`src/sv/lpt_pkg.sv`:
```
// Package: shared types, codes and constants for the link peer table.
`default_nettype none
package lpt_pkg;

  localparam int LPT_ENTRIES = 16;
  localparam int ADDR_W      = 48;
  localparam int HANDLE_W    = 16;
  localparam int SLOT_W      = 4;

  localparam logic [HANDLE_W-1:0] NO_HANDLE = 16'hFFFF;

  typedef enum logic [2:0] {
    OP_ADD        = 3'd0,
    OP_REMOVE     = 3'd1,
    OP_CONNECT    = 3'd2,
    OP_DISCONNECT = 3'd3,
    OP_DISCOVERY  = 3'd4,
    OP_PENDING    = 3'd5
  } op_t;

  typedef enum logic [1:0] {
    LS_INIT         = 2'd0,
    LS_CONNECTED    = 2'd1,
    LS_DISCONNECTED = 2'd2
  } lstate_t;

  typedef enum logic [1:0] {
    RC_DONE     = 2'd0,
    RC_PRESENT  = 2'd1,
    RC_FULL     = 2'd2,
    RC_NO_MATCH = 2'd3
  } code_t;

  // Command token handed from cell to cell.
  typedef struct packed {
    logic                valid;
    logic                done;
    logic                have_free;
    op_t                 op;
    logic [ADDR_W-1:0]   addr;
    logic                role;
    logic [HANDLE_W-1:0] handle;
    logic                failed;
    code_t               code;
  } token_t;

  // Broadcast write that fills a free entry on an add.
  typedef struct packed {
    logic              en;
    logic [ADDR_W-1:0] addr;
    logic              role;
  } wr_t;

endpackage
`default_nettype wire

```
`src/sv/lpt_cell.sv`:
```
// Cell: one table entry plus one stage of the command token chain.
`default_nettype none
module lpt_cell import lpt_pkg::*; #(
  parameter int IDX_W = 4,
  parameter int INDEX = 0
) (
  input  logic             clk,
  input  logic             rst,
  input  token_t           tok_in,
  input  logic [IDX_W-1:0] slot_in,
  input  logic [IDX_W-1:0] free_in,
  output token_t           tok_out,
  output logic [IDX_W-1:0] slot_out,
  output logic [IDX_W-1:0] free_out,
  input  wr_t              wr,
  input  logic [IDX_W-1:0] wr_slot
);

  localparam logic [IDX_W-1:0] MY_SLOT = IDX_W'(INDEX);

  logic                used;
  logic [ADDR_W-1:0]   address;
  logic                role;
  logic [HANDLE_W-1:0] handle;
  lstate_t             link_state;

  logic   active, addr_eq, role_eq, conn, match, take_free, wr_hit;
  token_t tok_next;

  assign active  = tok_in.valid && !tok_in.done;
  assign addr_eq = used && (address == tok_in.addr);
  assign role_eq = (role == tok_in.role);
  assign conn    = (link_state == LS_CONNECTED);
  assign wr_hit  = wr.en && (wr_slot == MY_SLOT);

  always_comb begin
    case (tok_in.op)
      OP_ADD:        match = addr_eq;
      OP_REMOVE:     match = addr_eq;
      OP_CONNECT:    match = !tok_in.failed && addr_eq && role_eq && !conn;
      OP_DISCONNECT: match = used && role_eq && conn && (handle == tok_in.handle);
      OP_DISCOVERY:  match = addr_eq && role && !conn;
      OP_PENDING:    match = used && role_eq && !conn;
      default:       match = 1'b0;
    endcase
  end

  // Remember the lowest free entry for a later fill.
  assign take_free = active && (tok_in.op == OP_ADD) && !used && !tok_in.have_free;

  always_comb begin
    tok_next = tok_in;
    if (active && match) begin
      tok_next.done = 1'b1;
      tok_next.code = (tok_in.op == OP_ADD) ? RC_PRESENT : RC_DONE;
    end
    if (take_free) begin
      tok_next.have_free = 1'b1;
    end
  end

  always_ff @(posedge clk) begin
    if (rst) begin
      tok_out.valid <= 1'b0;
    end else begin
      tok_out.valid <= tok_next.valid;
    end
    tok_out.done      <= tok_next.done;
    tok_out.have_free <= tok_next.have_free;
    tok_out.op        <= tok_next.op;
    tok_out.addr      <= tok_next.addr;
    tok_out.role      <= tok_next.role;
    tok_out.handle    <= tok_next.handle;
    tok_out.failed    <= tok_next.failed;
    tok_out.code      <= tok_next.code;
    slot_out          <= (active && match) ? MY_SLOT : slot_in;
    free_out          <= take_free ? MY_SLOT : free_in;
  end

  always_ff @(posedge clk) begin
    if (rst) begin
      used <= 1'b0;
    end else if (wr_hit) begin
      used <= 1'b1;
    end else if (active && match && (tok_in.op == OP_REMOVE)) begin
      used <= 1'b0;
    end
  end

  always_ff @(posedge clk) begin
    if (wr_hit) begin
      address    <= wr.addr;
      role       <= wr.role;
      handle     <= NO_HANDLE;
      link_state <= LS_INIT;
    end else if (active && match) begin
      case (tok_in.op)
        OP_REMOVE, OP_DISCONNECT: begin
          handle     <= NO_HANDLE;
          link_state <= LS_DISCONNECTED;
        end
        OP_CONNECT: begin
          handle     <= tok_in.handle;
          link_state <= LS_CONNECTED;
        end
        default: begin
          handle <= handle;
        end
      endcase
    end
  end

endmodule
`default_nettype wire

```
`config.mk`:
```
export PLATFORM = sky130hd
export DESIGN_NAME = lpt_cell
export DESIGN_NICKNAME = d
export VERILOG_FILES = /design/src/sv/lpt_pkg.sv /design/src/sv/lpt_cell.sv
export SDC_FILE = /design/constraint.sdc
export NUM_CORES = 1
export LEC_CHECK = 0
export BUFFER_PORTS_ARGS = -buffer_cell sky130_fd_sc_hd__buf_2
export CORE_ASPECT_RATIO = 0.75
export CORE_MARGIN = 4
export CORE_UTILIZATION = 40
export DETAILED_ROUTE_END_ITERATION = 16
export PLACE_DENSITY = 0.67
export SYNTH_ARGS = -nofsm -noshare
export SYNTH_HDL_FRONTEND = slang
export SYNTH_SLANG_ARGS = --single-unit
export TNS_END_PERCENT = 10
```
`constraint.sdc`:
```
create_clock -name clk -period 5.2 [get_ports clk]
set_input_delay 1.04 -clock clk [delete_from_list [all_inputs] [get_ports clk]]
set_output_delay 1.04 -clock clk [all_outputs]
set_load 0.02 [all_outputs]
```
# --- Yosys cells after proc, flatten, opt, wreduce, memory -nomap -nowiden ---
# Cells that the tools add are included.
# W data, S select, Z words.
totals:
  reg_bits: 150
  input_bits: 138
  elab_cells: 61
  out_inout_bits: 82
classes:
  muxes: 7
  n_reduce_logical: 29
  eq_ne: 9
op_table:
  columns: ["operator", "n"]
  rows:
  - ["$eq A48 B48 Y1", 1]
  - ["$pmux W16 S2", 1]
  - ["$logic_and A1 B1 Y1", 17]
  - ["$eq A16 B16 Y1", 1]
  - ["$eq A3 B2 Y1 const B", 2]
  - ["$eq A3 B3 Y1 const B", 2]
  - ["$logic_not A1 Y1", 5]
  - ["$pmux W1 S5", 1]
  - ["$logic_not A4 Y1", 1]
  - ["$pmux W2 S2", 1]
  - ["$reduce_bool A2 Y1", 2]
  - ["$reduce_or A2 Y1", 2]
  - ["$eq A3 B1 Y1 const B", 1]
  - ["$logic_not A3 Y1", 1]
  - ["$mux W1", 3]
  - ["$eq A2 B1 Y1 const B", 1]
  - ["$mux W2", 1]
  - ["$reduce_and A2 Y1", 1]
  - ["$eq A1 B1 Y1", 1]

# --- Logic depth before layout (Yosys ltp) ---
# Gate-level depths: netlist (run 1).
logic_depth:
  word_depth: 10
  ltp_mapped: 9
  ltp_nobuf: 7

# --- Least setup slack after synthesis (run 1) ---
# OpenSTA, ideal clock, no wires.
synth_timing:
  path_kind: "input -> register"
  from: "input port wr_slot[1]"
  to: "register address[0] (enable)"
  t_required_ns: 4.767
  slack_ns: 1.632
  path_stages: 4
  setup_ns: 0.433
  arrival_ns: 3.136
  n_path_buf: 1
  cell_sequence: "nor4_1 -> nand2_1 -> clkinv_1 -> clkbuf_1"
synth_between:
  elab_chain_cells: 2
synth_lines:
  columns: ["element", "line_no", "rtl"]
  rows:
  - ["start: declaration", "lpt_cell.sv:16", "input logic [IDX_W-1:0] wr_slot"]
  - ["$logic_not A4 Y1", "lpt_cell.sv:34", "assign wr_hit = wr.en && (wr_slot == MY_SLOT);"]
  - ["$logic_and A1 B1 Y1", "lpt_cell.sv:34", null]
  - ["net wr_hit", "lpt_cell.sv:27", "logic active, addr_eq, role_eq, conn, match, take_free, wr_hit;"]
  - ["end signal: assignment", "lpt_cell.sv:92", "address <= wr.addr;"]
  - ["end: declaration", "lpt_cell.sv:22", "logic [ADDR_W-1:0] address;"]
# The timed path passes the listed nets, and every way through them passes these cells.
# A chain may end at the register's enable or synchronous reset.

# --- Worst setup path in the final report (run 1) ---
layout_timing:
  from: "input port tok_in[24] in the netlist's numbering"
  to: "register handle[14]"
layout_between:
  elab_chain_cells: 8
  word_cells_on_any_way: 10
  cone_classes: "eq/ne: 1; mux: 1; reduce/logical: 8"
layout_lines:
  columns: ["element", "line_no", "rtl"]
  rows:
  - ["start: declaration", "lpt_cell.sv:9", "input token_t tok_in,"]
  - ["$eq A48 B48 Y1 *", "lpt_cell.sv:31", "assign addr_eq = used && (address == tok_in.addr);"]
  - ["$logic_and A1 B1 Y1 *", "lpt_cell.sv:31", null]
  - ["$logic_and A1 B1 Y1 (3 in a row)", "lpt_cell.sv:40", "OP_CONNECT: match = !tok_in.failed && addr_eq && role_eq && !conn;"]
  - ["$pmux W1 S5 *", "lpt_cell.sv:37", "case (tok_in.op)"]
  - ["$logic_and A1 B1 Y1 *", "lpt_cell.sv:96", "end else if (active && match) begin"]
  - ["$reduce_and A2 Y1 (no source line) *", null, null]
  - ["end signal: assignment", "lpt_cell.sv:103", "handle <= tok_in.handle;"]
  - ["end signal: assignment", "lpt_cell.sv:107", "handle <= handle;"]
  - ["end: declaration", "lpt_cell.sv:24", "logic [HANDLE_W-1:0] handle;"]
# Every way passes the cells marked *; elsewhere a longest branch is shown, timed or not.

==> metrics.txt, run 1 <==
Layout Skew=0.00754 ns; # hold bufs at CTS=0; IO Count=220; Area Growth Syn to Fin=38.6%; PD cells=409 nW/um^2; WL per Instance=15.0 microns; cell count after synthesis=344; unrepaired setup endpoints after global routing=false; layout cells sized above 1=0.451; port buffer count=219; largest cells by area after synthesis=dfxtp_1, edfxtp_1, xnor2_1; DRC Markers=0; CP max stage delay=0.62 ns; total inserted antenna cells=0; Die Area=14,000 sq um; DIE WIDTH=135 microns; Max VDD drop=0.241 mV; leakage=2.89 nW; crit-path max FO=17; latest clock arrival within the worst-skew pair=0.41 ns; CP Capture Type=flip-flop; Synth Cell Area=4870 sq um; Post-Route WL=11,300 microns; cts bufs inserted=17; CP required=5.54 ns; vias in the first global route=3,494; clock-pin slew on the worst setup and hold paths=0.06 ns; Crit-path slowest cell=or4_4; CTS tree=done; Rows=34; Vias/cell=4.48; Nets=717; cell mode on critical path=nand4_1; syn_nets=482; fmax=0.314 GHz; CTS Buffer Depth=2; drt first pass iters=4; Mean Syn Cell Area=14.2 sq um; Netlist cell types=41; Synth Register Bits=150; post-CTS setup buffers=0; DP Wirelength=8810 microns; Fin. Hold Viols=0; worst slew pin tran=0.788 ns; Final min period=3.19 ns; GRT Total Usage=0.161; H-tree depth=4; post-cts sizing count=0; global-route wire length before repair=17,500 microns; Power Total=2.76 mW; vias=3,379; Final Cycle Share=0.613; DP Area=6150 sq um; Worst Setup Start Kind=input port; 1st-iter DRT viols=98; max-cap violation count=0; Synth top area share=0.415; Hold Slack=0.463 ns; Final setup viols=0; CP Buf/Inv Count=2; initial antenna violation count=0; chip height=104 microns; post-route cell area=6750 sq um; core area=11,700 sq um; Root Driver=clkbuf_16; Setup TNS Final=0 ns; leading area contributor after synthesis=dfxtp_1; Yosys warning count=0; Slew HR=0.474; largest net degree at the start of global routing=41; Critical Path AT=3.52 ns; CP top delay family=simple AND/OR/NAND/NOR gates; worst path cell trace=buf_2 > xnor2_1 > nand4_1 > nor4_1 > nand4_1 > or4_4 > a211oi_4 > buf_4 > mux2i_1; CTS Sinks=150; Final ANT Viol Nets=0; initial core utilization=0.415; Worst Hold Class=reg -> reg; grt total ovfl=0; Slew Limit Fails=0; WS Path Type=in -> reg; outcome=completed; register area share after synthesis=0.718; RePlAce Congestion=0.777
## Yosys cell counts (all sizes together)
| master | number |
|---|---|
| dfxtp | 101 |
| edfxtp | 49 |
| nor2 | 37 |
| xnor2 | 33 |
| xor2 | 24 |
| mux2i | 17 |
| nand4 | 10 |
| and2 | 9 |
| inv | 9 |
| nor4 | 8 |
| nand2 | 5 |
| nor3 | 5 |
| nor2b | 4 |
| a211oi | 3 |
| buf | 3 |
| a311oi | 2 |
| clkbuf | 2 |
| nand2b | 2 |
| o22ai | 2 |
| o2bb2ai | 2 |
| a2111oi | 1 |
| a211o | 1 |
| a21oi | 1 |
| a221o | 1 |
| a222oi | 1 |
| a22o | 1 |
| a31o | 1 |
| and4 | 1 |
| and4bb | 1 |
| clkinv | 1 |
| mux2 | 1 |
| nand4b | 1 |
| o221ai | 1 |
| or2 | 1 |
| or2b | 1 |
| or4 | 1 |
| or4b | 1 |
## sequential cells by signal, indices dropped and copies added, names as in the netlist
name / cells
tok_out: 74
role: 1
address: 48
link_state: 2
free_out: 4
slot_out: 4
used: 1
handle: 16
## final cells by class
cell class	instances	area [sq um]
clock buffers	18	450
clock inverters	14	146
fillers	995	4990
inverters	10	37.5
multi-input cells	179	1310
flip-flops and latches	150	3490
well taps	162	203
repair buffers	221	1110
## cell families after synthesis
logic type	count (synthesis)	share of synthesized area
buf+inv	15	0.0159
xor+xnor	57	0.103
mux	18	0.0380
flops	150	0.718
compound gates	17	0.0314
simple gates	87	0.0946
## per-layer routing
| metal | GRT usage | share of wire | wire length, microns |
|---|---|---|---|
| met1 | 0.192 | 0.42 | 4740 |
| met2 | 0.269 | 0.50 | 5640 |
| met5 | 0 | 0 | 0 |
| met3 | 0.0528 | 0.061 | 691 |
| met4 | 0.0647 | 0.020 | 221 |
## worst paths after layout
check	startpoint	end	slack [ns]	cells past startpoint
setup / recovery	tok_in[24]	handle[14]$_SDFFE_PP1P_	2.01	9
hold / removal	link_state[0]$_SDFFE_PP0P_	link_state[0]$_SDFFE_PP0P_	0.46	2
setup reg to reg	address[4]$_DFFE_PP_	handle[14]$_SDFFE_PP1P_	2.37	8
hold reg to reg	link_state[0]$_SDFFE_PP0P_	link_state[0]$_SDFFE_PP0P_	0.46	2
## metrics by stage
step                      setup WS, ns  cells  utilization
after floorplan                   1.63    344            -
after detailed placement          1.62    722        0.524
final                             2.01    754        0.575
after CTS                         2.03    754        0.575
after global routing              1.88    754        0.575
after global placement            1.67    722        0.524
## worst register-to-register path: stages, from the launching register on
cell	delay [ns]
edfxtp_1	0.38
xnor2_1	0.16
nand4_1	0.12
nor4_1	0.44
nand4_1	0.20
or4_4	0.62
a211oi_4	0.26
buf_4	0.33
mux2i_1	0.25
## report_power, final
part | internal (mW) | leakage (nW) | total [mW] | switching (mW)
Combinational | 0.111 | 1.31 | 0.238 | 0.127
Sequential | 1.27 | 1.29 | 1.30 | 0.0267
Clock | 0.738 | 0.288 | 1.22 | 0.479
Total | 2.12 | 2.89 | 2.76 | 0.633
## cells in the final DEF, fill, tap and decap left out, types with 8 or more instances in the layout
| cell type | instances |
|---|---|
| inv_1 | 9 |
| xnor2_1 | 33 |
| clkbuf_16 | 18 |
| dfxtp_1 | 101 |
| nand4_1 | 10 |
| edfxtp_1 | 49 |
| xor2_1 | 24 |
| nor4_1 | 8 |
| mux2i_1 | 17 |
| buf_2 | 219 |
| nor2_1 | 37 |
Note: power is estimated with default switching activity, not from simulation.
==> inputs of run 2 (changes only) <==
--- a/config.mk
+++ b/config.mk
@@ -5,12 +5,13 @@
 export SDC_FILE = /design/constraint.sdc
 export NUM_CORES = 1
 export LEC_CHECK = 0
+export ABC_AREA = 1
 export BUFFER_PORTS_ARGS = -buffer_cell sky130_fd_sc_hd__buf_2
 export CORE_ASPECT_RATIO = 0.75
 export CORE_MARGIN = 4
 export CORE_UTILIZATION = 40
 export DETAILED_ROUTE_END_ITERATION = 16
-export PLACE_DENSITY = 0.67
+export PLACE_DENSITY = 0.68
 export SYNTH_ARGS = -nofsm -noshare
 export SYNTH_HDL_FRONTEND = slang
 export SYNTH_SLANG_ARGS = --single-unit
==> constraint.sdc (replaced) <==
create_clock -name clk -period 2.6 [get_ports clk]
set_input_delay 0.52 -clock clk [delete_from_list [all_inputs] [get_ports clk]]
set_output_delay 0.52 -clock clk [all_outputs]
set_load 0.02 [all_outputs]
==> run 2 against run 1 <==
Via count grew 29%. Cell count grew 33%. Critical path depth grew 5. Clock skew grew 0.00089 ns. Synthesized cell count grew 70%. Register-to-register slack lost 1.7 ns. Combinational power grew 120%. Clock-buffer cell count grew 2. Synthesized area grew 11%. Critical path type is now reg -> reg. Largest cell class unchanged.
==> metrics.txt, run 2 <==
port buffer count=219 (unchanged); # fillers=1,187 (+19%); Finished Core Util=0.556 (-0.0186); cell count after synthesis=584 (+70%); Final min period=1.98 ns; # hold bufs at CTS=0 (unchanged); Async SR Flop Fraction=0 (unchanged); worst slew pin tran=0.545 ns (-0.243 ns); Critical Path AT=2.31 ns (-1.21 ns); Yosys warning count=0 (unchanged); cts bufs inserted=17 (unchanged); leakage=3.73 nW (+29%); WHS Path Cells=1 (-1); min-delay src=tok_in[51]; layout cells sized above 1=0.328 (-0.123); Rows=36 (+5.9%); CTS Buffer Depth=2 (unchanged); Worst Hold Class=in -> reg; DIE WIDTH=142 microns (+4.8%); clock-pin slew on the worst setup and hold paths=0.06 ns (about the same); Post-synth top cells=nand2_1, dfxtp_1, inv_1; Post-synth EDFFs=49 (unchanged); max-cap violation count=0 (unchanged); Final Cycle Share=0.762; fmax=0.505 GHz; Biggest register=tok_out; Mean Syn Cell Area=9.22 sq um (-35%); global-route wire length before repair=19,600 microns (+12%); RePlAce Congestion=0.799 (+2.9%); chip height=108 microns (+4.8%); grt total ovfl=0 (unchanged); r2r setup slk=0.62 ns (-1.75 ns); largest net degree at the start of global routing=40 (-2.4%); Worst Setup Start Kind=flip-flop; CP max stage delay=0.38 ns (-0.24 ns); PD cells=753 nW/um^2 (+84%); Crit-path slowest cell=edfxtp_1; Fin. Hold Viols=0 (unchanged); post-cts sizing count=0 (unchanged); pre-CTS setup slack=0.347 ns (-1.27 ns); drt first pass iters=4 (unchanged); Vias/cell=4.35 (-2.9%); cell mode on critical path=nand2_1; Synth top area share=0.376 (-0.0397); biggest regs=tok_out (74), address (48), handle (16); WL per Instance=12.6 microns (-16%); ys flop type=dfxtp_1; outcome=completed; IO Count=220 (unchanged); max reg flops=74 (unchanged); initial antenna violation count=1 (+1); Slew HR=0.634 (+0.160); unrepaired setup endpoints after global routing=false; Post-Route WL=12,600 microns (+12%); CP Capture Type=flip-flop; Synth Cell Area=5380 sq um (+11%); Netlist cell types=31 (-24%); DP Wirelength=9800 microns (+11%); initial core utilization=0.412 (-0.00257); Max VDD drop=0.519 mV (+120%); Worst R2R Path Depth=14 (+6); Nets=958 (+34%); core area=13,100 sq um (+11%); GRT Total Usage=0.165 (+0.00341); post-CTS setup buffers=0 (unchanged); Layout Skew=0.00844 ns (+0.000894 ns); most numerous cell in the Yosys netlist=nand2_1; DRC Markers=0 (unchanged); FF-to-FF End=link_state[1]$_SDFFE_PP0P_; largest cells by area after synthesis=dfxtp_1, edfxtp_1, nand2_1; CTS Sinks=150 (unchanged); Slew Limit Fails=0 (unchanged); register area share after synthesis=0.649 (-0.0686); commonest non-fill, non-tap cell in the layout=buf_2; vias in the first global route=4,017 (+15%); WS Path Type=reg -> reg; worst r2r src=address[1]$_DFFE_PP_; Synth Register Bits=150 (unchanged); Worst Hold Path EP=tok_out[51]$_DFF_P_; Area Growth Syn to Fin=34.9%; CTS tree=done; Final setup viols=0 (unchanged); CP required=2.93 ns (-2.61 ns); latest clock arrival within the worst-skew pair=0.41 ns (about the same); Setup TNS Final=0 ns (unchanged); worst path cell trace=nand2_1 > nand2_1 > nor2_1 > nand2_1 > nor2_1 > nand2_1 > nor2_1 > nand2_1 > nand2_1 > nand2_1 > nand2_2 > buf_4 > nand4_1 > a21oi_1; vias=4,375 (+29%); Die Area=15,400 sq um (+9.8%); Root Driver=clkbuf_16; PnR worst setup slack=0.620 ns (-1.39 ns); H-tree depth=4 (unchanged); 1st-iter DRT viols=189 (+93%); leading area contributor after synthesis=dfxtp_1; syn_nets=722 (+50%); commonest non-fill, non-tap cells in the layout=buf_2, nand2_1, dfxtp_1; crit-path max FO=18 (+1); Final ANT Viol Nets=0 (unchanged)
## run 2: changes by cell type after synthesis, sizes merged, moves of 17 or more
cell | previous run | this run
nand2 | 5 | 176
inv | 9 | 104
xnor2 | 33 | 7
nand3 | 0 | 23
xor2 | 24 | 2
nor2 | 37 | 57
mux2i | 17 | 0
## run 2: kinds of logic (layout without fill, tap and decap cells)
group | after synthesis | count (layout) | synth area share
and+or+nand+nor | 288 | 288 | 0.226
DFF | 150 | 150 | 0.649
buffers and inverters | 113 | 362 | 0.0834
AOI/OAI and AO/OA | 24 | 24 | 0.0267
xor gates and xnor gates | 9 | 9 | 0.0146
other | 0 | 1 | 0
## run 2: final cells by class
type	count	area, sq um	area share
clock buffer	20	489	0.0674
multi-input combinational	321	1440	0.198
timing repair buffer	225	1140	0.157
sequential	150	3490	0.481
clock inverter	12	87.6	0.0121
antenna	1	2.50	0.000345
inverter	105	394	0.0543
tap	171	214	0.0295
## run 2: worst max-delay path by stage
stage	start	endpoint	slack, ns	depth (start not counted)
3_5_place_dp	tok_in[21]	link_state[0]$_SDFFE_PP0P_	0.35	17
5_1_grt	address[1]$_DFFE_PP_	link_state[0]$_SDFFE_PP0P_	0.34	15
3_3_place_gp	tok_in[21]	link_state[0]$_SDFFE_PP0P_	0.37	17
2_1_floorplan	wr_slot[3]	handle[10]$_SDFFE_PP1P_	0.44	5
4_1_cts	address[1]$_DFFE_PP_	link_state[1]$_SDFFE_PP0P_	0.58	14
6_report	address[1]$_DFFE_PP_	link_state[1]$_SDFFE_PP0P_	0.62	14
## run 2: stage by stage
step	total power, mW	area (sq um)	hold slack (ns)	instances
detailed placement	3.17	6680	0.451	972
CTS	5.54	7260	0.204	1004
global placement	3.16	6680	0.443	972
finish	5.47	7260	0.222	1005
floorplan	2.93	5380	0.429	584
global route	5.72	7260	0.206	1005
## run 2: critical path, delay by kind of cell (launching register included)
family | cells | cell delay [ns]
AND/OR/NAND/NOR | 12 | 1.13
flip-flops | 1 | 0.38
buffers and inverters | 1 | 0.24
AO/OA/AOI/OAI | 1 | 0.17
## run 2: power by group
| group | switching (mW) | leakage [nW] | internal (mW) |
|---|---|---|---|
| clock | 0.984 | 0.285 | 1.37 |
| sequential | 0.0533 | 1.29 | 2.55 |
| combinational | 0.301 | 2.15 | 0.212 |
| total | 1.34 | 3.73 | 4.13 |
## run 2: routing by layer
metal  GRT usage  wire, microns
met4      0.0596            180
met1       0.217           5680
met5           0              0
met2       0.258           5810
met3      0.0504            945
==> inputs of run 3 (changes only) <==
--- a/config.mk
+++ b/config.mk
@@ -5,13 +5,13 @@
 export SDC_FILE = /design/constraint.sdc
 export NUM_CORES = 1
 export LEC_CHECK = 0
-export ABC_AREA = 1
+export ABC_AREA = 0
 export BUFFER_PORTS_ARGS = -buffer_cell sky130_fd_sc_hd__buf_2
 export CORE_ASPECT_RATIO = 0.75
 export CORE_MARGIN = 4
 export CORE_UTILIZATION = 40
 export DETAILED_ROUTE_END_ITERATION = 16
-export PLACE_DENSITY = 0.68
+export PLACE_DENSITY = 0.67
 export SYNTH_ARGS = -nofsm -noshare
 export SYNTH_HDL_FRONTEND = slang
 export SYNTH_SLANG_ARGS = --single-unit
==> constraint.sdc (replaced) <==
create_clock -name clk -period 2 [get_ports clk]
set_input_delay 0.4 -clock clk [delete_from_list [all_inputs] [get_ports clk]]
set_output_delay 0.4 -clock clk [all_outputs]
set_load 0.02 [all_outputs]
==> run 3 against run 2 <==
The flow now finishes with violations (setup timing). Global-route usage increased by 0.67 points. Via count is 21% lower. Clock-buffer cell count up 1. Fmax decreased by 23%.
==> metrics.txt, run 3 (same netlist as run 1, synthesis figures left out) <==
CP top delay family=simple AND/OR/NAND/NOR gates; Slew HR=0.789 (+0.154); Root Driver=clkbuf_16; global-route wire length before repair=18,400 microns (-6.2%); port buffer count=219 (unchanged); cell mode on critical path=nand4_1; Layout Skew=0.0114 ns (+0.00299 ns); IO Count=220 (unchanged); drt first pass iters=4 (unchanged); clock-pin slew on the worst setup and hold paths=0.06 ns (about the same); initial antenna violation count=1 (unchanged); commonest non-fill, non-tap cells in the layout=buf_2, dfxtp_1, edfxtp_1; total inserted antenna cells=0 (-1); Final setup viols=26 (+26); CP Buf/Inv Count=0 (-1); WL per Instance=15.4 microns (+23%); GRT Total Usage=0.171 (+0.00674); Worst R2R Path Depth=7 (-7); post-route cell area=7090 sq um (-2.4%); Final min period=2.58 ns (+0.601 ns); min-delay src=tok_in[37]; # fillers=969 (-18%); crit-path max FO=7 (-11); CTS Sinks=150 (unchanged); Worst Hold Path EP=tok_out[37]$_DFF_P_; Worst Hold Class=in -> reg; WS Path Type=reg -> reg; multi-input logic area=1340 sq um (-6.9%); grt total ovfl=0 (unchanged); chip height=104 microns (-4.5%); H-tree depth=4 (unchanged); Nets=739 (-23%); Max VDD drop=0.657 mV (+27%); CP required=2.30 ns (-0.63 ns); unrepaired setup endpoints after global routing=true; worst r2r src=address[35]$_DFFE_PP_; Slew Limit Fails=0 (unchanged); CTS tree=done; PnR worst setup slack=-0.581 ns (-1.20 ns); Final Cycle Share=1.29 (+0.529); Reg power frac=0.444 (-0.032); 1st-iter DRT viols=112 (-41%); Rows=34 (-5.6%); commonest non-fill, non-tap cell in the layout=buf_2; vias=3,478 (-21%); fmax=0.387 GHz (-23%); Setup TNS Final=-12.37 ns (-12.37 ns); core area=11,700 sq um (-10%); # hold bufs at CTS=0 (unchanged); outcome=finished with violations; Critical Path AT=2.88 ns (+0.57 ns); biggest regs=tok_out (74), address (48), handle (16); clock network fraction of design power=0.469 (+0.039); worst slew pin tran=0.315 ns (-0.230 ns); Worst Setup Start Kind=flip-flop; initial core utilization=0.415 (+0.00257); sequential cell area=3490 sq um (unchanged); DP Wirelength=9250 microns (-5.6%); layout cells sized above 1=0.478 (+0.150); cts bufs inserted=17 (unchanged); latest clock arrival within the worst-skew pair=0.41 ns (about the same); Vias/cell=4.49 (+3.1%); Internal=6.00 mW (+45%); DRC Markers=0 (unchanged); Crit-path slowest cell=or4_4; Area Growth Syn to Fin=45.6%; worst path cell trace=xnor2_1 > nand4_1 > nor4_2 > nand4_1 > or4_4 > a221o_2 > mux2_4; r2r setup slk=-0.58 ns (-1.20 ns); CP Capture Type=flip-flop; FF-to-FF End=tok_out[0]$_DFF_P_; WHS Path Cells=1 (unchanged); Die Area=14,000 sq um (-8.9%); switching power total=1.62 mW (+21%); PD cells=1070 nW/um^2 (+43%); max reg flops=74 (unchanged); max-cap violation count=0 (unchanged); Post-Route WL=12,000 microns (-5.2%); Comb power frac=0.087 (-0.007); CP max stage delay=0.49 ns (+0.11 ns); CTS Buffer Depth=2 (unchanged); leakage=3.08 nW (-17%); DIE WIDTH=135 microns (-4.6%); vias in the first global route=3,717 (-7.5%); RePlAce Congestion=0.745 (-6.8%); Final ANT Viol Nets=0 (unchanged); Biggest register=tok_out; sw frac=0.212 (-0.0322); largest net degree at the start of global routing=37 (-7.5%); violated checks=setup timing; Finished Core Util=0.604 (+0.0475); Fin. Hold Viols=0 (unchanged); DP Area=6340 sq um (-5.2%)
-- run 3: cell count changes in the layout (fill, tap and decap cells not counted), sizes merged, moves of 10 or more --
cell / previous run / this run
nand3: 23 / 0
nor2: 57 / 37
nand2: 176 / 5
xor2: 2 / 24
mux2i: 0 / 17
buf: 225 / 243
o21ai: 10 / 0
nand4: 20 / 10
xnor2: 7 / 33
inv: 108 / 11
-- run 3: power by group through the flow --
stage | clock, mW | sequential (mW) | combinational, mW
after floorplan | 0 | 3.56 | 0.208
after global placement | 0 | 3.44 | 0.636
after detailed placement | 0 | 3.45 | 0.656
after CTS | 3.65 | 3.38 | 0.662
after global routing | 3.80 | 3.40 | 0.721
final | 3.57 | 3.38 | 0.663
-- run 3: how the worst max path moves through the flow --
stage	startpoint	endpoint	slack, ns	depth (start not counted)
6_report	address[35]$_DFFE_PP_	tok_out[0]$_DFF_P_	-0.58	7
5_1_grt	address[26]$_DFFE_PP_	handle[3]$_SDFFE_PP1P_	-0.68	9
4_1_cts	address[35]$_DFFE_PP_	tok_out[0]$_DFF_P_	-0.58	7
3_5_place_dp	tok_in[40]	tok_out[0]$_DFF_P_	-0.92	8
3_3_place_gp	tok_in[40]	tok_out[0]$_DFF_P_	-0.79	8
2_1_floorplan	tok_in[55]	tok_out[0]$_DFF_P_	-0.32	7
-- run 3: per-stage QoR --
| step | cells | hold slack (ns) | total power, mW | worst slack (ns) |
|---|---|---|---|---|
| floorplan | 344 | 0.428 | 3.77 | -0.325 |
| global placement | 742 | 0.441 | 4.08 | -0.788 |
| detailed placement | 742 | 0.449 | 4.10 | -0.917 |
| CTS | 775 | 0.0846 | 7.69 | -0.579 |
| global route | 775 | 0.0760 | 7.92 | -0.681 |
| finish | 775 | 0.105 | 7.61 | -0.581 |
-- run 3: final cells by class --
cell class | instances | area share
Clock inverter | 10 | 0.0268
Inverter | 10 | 0.00530
Multi-Input combinational cell | 179 | 0.189
Clock buffer | 21 | 0.0681
Tap cell | 162 | 0.0286
Timing Repair Buffer | 243 | 0.189
Sequential cell | 150 | 0.493
-- run 3: routing by layer --
metal / vias to the layer above / part of all wire / global-route usage
met3: 14 / 0.081 / 0.0678
met4: 2 / 0.011 / 0.0540
met1: 1608 / 0.41 / 0.201
met5: - / 0.00092 / 0
li1: 1710 / - / -
met2: 144 / 0.50 / 0.288
-- run 3: timing repair --
action	4_1_cts	5_1_grt
pin swaps	4	7
gates resized for setup	4	8
cloned	1	0
setup endpoints to repair	26	26
hold endpoints to repair	0	0
setup buffers	1	0
